## config.mk

```make
export PLATFORM = sky130hd
export DESIGN_NAME = sgm_div
export DESIGN_NICKNAME = d
export VERILOG_FILES = /design/src/sgm_pkg.sv /design/src/sgm_div.sv
export SDC_FILE = /design/constraint.sdc
export NUM_CORES = 1
export LEC_CHECK = 0
export ABC_CLOCK_PERIOD_IN_PS = 6100
export BUFFER_PORTS_ARGS = -buffer_cell sky130_fd_sc_hd__buf_2
export CORE_AREA = 3 3 263 265
export CTS_BUF_LIST = sky130_fd_sc_hd__clkbuf_4
export DETAILED_ROUTE_END_ITERATION = 6
export DIE_AREA = 0 0 266 268
export GPL_TIMING_DRIVEN = 0
export PLACE_DENSITY = 0.71
export SYNTH_ARGS = -nofsm -noshare
export SYNTH_HDL_FRONTEND = slang
export SYNTH_SLANG_ARGS = --single-unit
```

## constraint.sdc

```tcl
create_clock -name clock -period 6.1 [get_ports clock]
set_input_delay 0 -clock clock [delete_from_list [all_inputs] [get_ports clock]]
set_output_delay 0 -clock clock [all_outputs]
set_load 0.01 [all_outputs]
```

## src/sgm_pkg.sv

```systemverilog
// Shared constants for the dome mesh generator.
`default_nettype none
package sgm_pkg;

   localparam int MAX_VERTICES_DEF = 4096;
   localparam int TRIG_BITS_DEF    = 16;

   // Width of every divider dividend, and so the divider depth in stages.
   localparam int DIV_W    = 24;
   // Register stages inside one quarter-wave sine unit.
   localparam int SINE_LAT = 7;

   // Taylor terms of sin(pi/2*x) in Q30, highest power last.
   localparam logic [31:0] SINE_COEF [5] = '{
      32'd1686629713, 32'd693598670, 32'd85569306, 32'd5026995, 32'd172272
   };

   localparam logic [2:0] REG_COLUMNS   = 3'd0;
   localparam logic [2:0] REG_ROWS      = 3'd1;
   localparam logic [2:0] REG_TEX_FRAC  = 3'd2;
   localparam logic [2:0] REG_SPH_FRAC  = 3'd3;
   localparam logic [2:0] REG_RADIUS    = 3'd4;

   localparam logic       ACT_VERTEX    = 1'b0;
   localparam logic       ACT_TRIANGLE  = 1'b1;

endpackage
`default_nettype wire

```

## src/sgm_div.sv

```systemverilog
// Pipelined restoring divider, one quotient bit per stage.
`default_nettype none
module sgm_div
   import sgm_pkg::*;
#(
   parameter int NUM_W = DIV_W,
   parameter int DEN_W = 7
) (
   input  wire logic             clock,
   input  wire logic             en,
   input  wire logic [NUM_W-1:0] num,
   input  wire logic [DEN_W-1:0] den,
   output logic      [NUM_W-1:0] quo
);

   logic [DEN_W-1:0] rem_ff  [NUM_W];
   logic [DEN_W-1:0] rem_in  [NUM_W];
   logic [DEN_W-1:0] rem_pv  [NUM_W];
   logic [NUM_W-1:0] nq_ff   [NUM_W];
   logic [NUM_W-1:0] nq_in   [NUM_W];
   logic [NUM_W-1:0] nq_pv   [NUM_W];
   logic [DEN_W-1:0] den_ff  [NUM_W];
   logic [DEN_W-1:0] den_pv  [NUM_W];
   logic [DEN_W:0]   trial   [NUM_W];
   logic [DEN_W:0]   diff    [NUM_W];
   logic             ge      [NUM_W];

   always_comb begin
      rem_pv[0] = '0;
      nq_pv[0]  = num;
      den_pv[0] = den;
      for (int i = 1; i < NUM_W; i++) begin
         rem_pv[i] = rem_ff[i-1];
         nq_pv[i]  = nq_ff[i-1];
         den_pv[i] = den_ff[i-1];
      end
      // The dividend shifts out at the top while quotient bits fill in below.
      for (int i = 0; i < NUM_W; i++) begin
         trial[i]  = {rem_pv[i], nq_pv[i][NUM_W-1]};
         diff[i]   = trial[i] - {1'b0, den_pv[i]};
         ge[i]     = trial[i] >= {1'b0, den_pv[i]};
         rem_in[i] = ge[i] ? diff[i][DEN_W-1:0] : trial[i][DEN_W-1:0];
         nq_in[i]  = {nq_pv[i][NUM_W-2:0], ge[i]};
      end
   end

   always_ff @(posedge clock) begin
      if (en) begin
         for (int i = 0; i < NUM_W; i++) begin
            rem_ff[i] <= rem_in[i];
            nq_ff[i]  <= nq_in[i];
            den_ff[i] <= den_pv[i];
         end
      end
   end

   assign quo = nq_ff[NUM_W-1];

endmodule
`default_nettype wire

```

==> metrics.txt <==
outcome completed; Top Family by Delay on Critical Path adder cells; RSZ-0062 raised after global routing no; Finish-stage setup viols 0; DRC errors left 0; syn nets 2484; Worst setup EP type flip-flop; worst slew pin tran between 0.6 and 0.7 ns; die height roughly 270 um; DR vias/cell 5.27; die footprint around 71000 um^2; sequential area share after synthesis approximately 73%; initial antenna violation count 1; CTS Buffer Depth 3; Max FO, Critical Path 8; Lkg Pwr around 16 nW; placed cell area ~38000 um^2; cell-internal power between 10 and 15 mW; # rows 95; htree depth 4; Gate power share between 20% and 30%; Max-slew headroom between 50% and 60%; Synth Flop Type edfxtp_1; fmax 0.365 GHz; Clk pwr share a little over a quarter; Clock Skew roughly 0.043 ns; later-pin clock latency in the skew report about 1 ns; Sequential Power Share roughly 48%; Ports between 50 and 60; fraction of layout cells with a size suffix above 1 20.3%; Global Route Usage Sum 15.7%; r2r setup slk between 3 and 4 ns; Ys Warns 0; flop and latch count out of synthesis roughly 900; Worst Setup SP den_ff[1][21]; Initial Utilization 55.0%; worst r2r path cells 7; Crit path arrival time approximately 3.5 ns; core box area 67000 um^2; Buf+Inv Stages, Crit Path 0; Cell variety after synth 43; Non-Filler Instances 3641; largest net degree at the start of global routing ~140; cells after synthesis approximately 2300; clk root buf clkbuf_4; TritonRoute pass-1 iters 5; CP Launch Type flip-flop; TritonCTS clock tree done; Layout area overhead 13.4%; Final Cell Area between 40000 and 50000 um^2; gp weighted congestion 0.825; global route overflow 0; Inst Count DP 3202; crit path kind reg2reg; DP HPWL approximately 34 mm; Routed wire per std cell 14.8 um; switching power slightly below 5 mW; Final Critical Period 2.74 ns; r2r startpoint den_ff[1][21]; total CTS buffers around 220; first-pass GRT wire length between 90 and 100 mm; Worst Hold Depth 3; DRT Wirelength about 54 mm; Net Sw Frac between 20% and 30%; Tot Pwr 17.4 mW; Pins Over Slew Limit 0; First DRT Iteration DRCs 1257; final setup margin approximately 3.4 ns; DRT antenna net count 0; Hold Path Origin en; clock transition at the registers of the reported paths ~0.070 ns; syn_area_per_cell approximately 16 um^2; post-synthesis cell area about 37000 um^2; pwr dens 415 nW/um^2; nets@finish roughly 2800; WP depth 7; slowest CP cell fa_1; Final Hold Viols 0; dpl ws 3.36 ns; slowest cell delay on critical path roughly 0.46 ns; via count approximately 19000; EDFF count, synth ~900; Port Buf Inserts 56; Max rail drop VDD ~0.18 mV; clk sink count around 900; required time of the worst setup path between 6 and 7 ns; Async SR Flop Fraction 0%; vias in the first global route 19800; # Max-Cap Violations 0; Post-CTS Setup Inserts 0; Horiz. Die Dim approximately 270 um; final worst path period share ~45%; Post-Route Utilization around 62%; cells along the critical path ha_1 > fa_1 > nand2b_1 > a21oi_1 > and4bb_2 > o21ai_4 > mux2_2; Hold Path Class in2reg
-- power by group through the flow --
stage                     sequential, mW  clock (mW)  combinational, mW
after floorplan                     8.25           0               3.38
after CTS                           8.28        4.95               4.34
after global placement              8.54           0               4.07
final                               8.27        4.71               4.36
after detailed placement            8.40           0               4.28
after global routing                8.35        5.30               4.87
-- kinds of logic (layout without fill, tap and decap cells) --
family          after synthesis  after routing  synth area share [%]
fa+ha+maj                   185            185                  6.73
buf+inv                     271            771                  3.06
compound gates              288            288                  5.38
simple gates                425            425                  5.97
mux                         177            177                  5.18
xor+xnor                     22             22                 0.523
flops                       898            898                  73.2
other cells                   0              2                     0
-- state kept, by name (all words and copies together) (netlist names) --
| signal | flops |
|---|---|
| nq_ff | 576 |
| rem_ff | 161 |
| den_ff | 161 |
-- cells in the final DEF (no fill, tap or decap), types with 40 or more instances in the layout --
cell type	n
edfxtp_1	898
clkbuf_4	316
inv_1	230
nor2_1	168
ha_1	163
mux2_2	110
a21oi_1	79
o21ai_0	72
buf_2	71
mux2i_1	67
dlygate4sd3_1	64
nor3_1	43
clkinv_1	40
-- worst paths after layout --
kind / endpoint
setup / recovery: rem_ff[1][33]
hold / removal: nq_ff[0][5]
setup reg to reg: rem_ff[1][33]
hold reg to reg: nq_ff[1][93]
-- cells in the mapped netlist (2+ instances only) --
cell	instances	area share, %
a211o_1	14	0.33
a21o_1	3	0.061
a21oi_1	79	1.1
a311o_1	29	0.79
a31oi_1	6	0.10
and3_1	14	0.24
and4bb_2	6	0.20
buf_2	16	0.22
buf_4	24	0.49
edfxtp_1	898	73
fa_1	22	1.2
ha_1	163	5.5
inv_1	230	2.3
mux2_2	110	3.4
mux2i_1	67	1.8
nand2_1	31	0.32
nand2b_1	30	0.51
nand3_1	15	0.20
nand3b_1	30	0.61
nand4_1	22	0.37
nor2_1	168	1.7
nor2b_1	24	0.41
nor3_1	43	0.58
nor3b_1	22	0.45
nor4_1	14	0.24
o2111ai_1	35	0.83
o21a_1	23	0.47
o21ai_0	72	0.98
o21ai_4	6	0.26
o31a_1	15	0.36
or4_1	2	0.041
xnor2_1	22	0.52
-- stage by stage --
stage               TNS (ns)  hold slack [ns]
detailed placement         0            0.178
global placement    -7388.43            0.177
finish                     0            0.206
global route               0            0.108
floorplan                  0           0.0989
CTS                        0           0.0646
-- worst reg2reg max path, delay by kind of cell, from the launching register on --
kind,cells,cell delay (ns)
simple gates,2,0.47
flops,1,0.41
fa+ha+maj,2,0.71
compound gates,2,0.51
mux,1,0.39
-- routing by layer --
metal  track usage, %  part of all wire (%)
met2             26.4                    50
met3             4.72                   4.0
met4             7.34                   2.9
met1             18.6                    43
met5                0                     0
-- timing repair --
| item | in CTS | in global routing |
|---|---|---|
| hold buffers | 64 | 0 |
| gates resized for setup | 0 | 0 |
| hold endpoints to repair | 414 | 0 |
-- area by class of cell --
| class | instances | area [um^2] |
|---|---|---|
| sequential | 898 | 27000 |
| fill | 4941 | 25200 |
| multi-input combinational | 1097 | 8770 |
| clock buffer | 316 | 2370 |
| timing repair buffer | 127 | 1120 |
| tap | 873 | 1090 |
| inverter | 231 | 868 |
| clock inverter | 57 | 357 |
| buffer | 40 | 260 |
| antenna | 2 | 5.00 |
(Power assumes the default switching activity.)
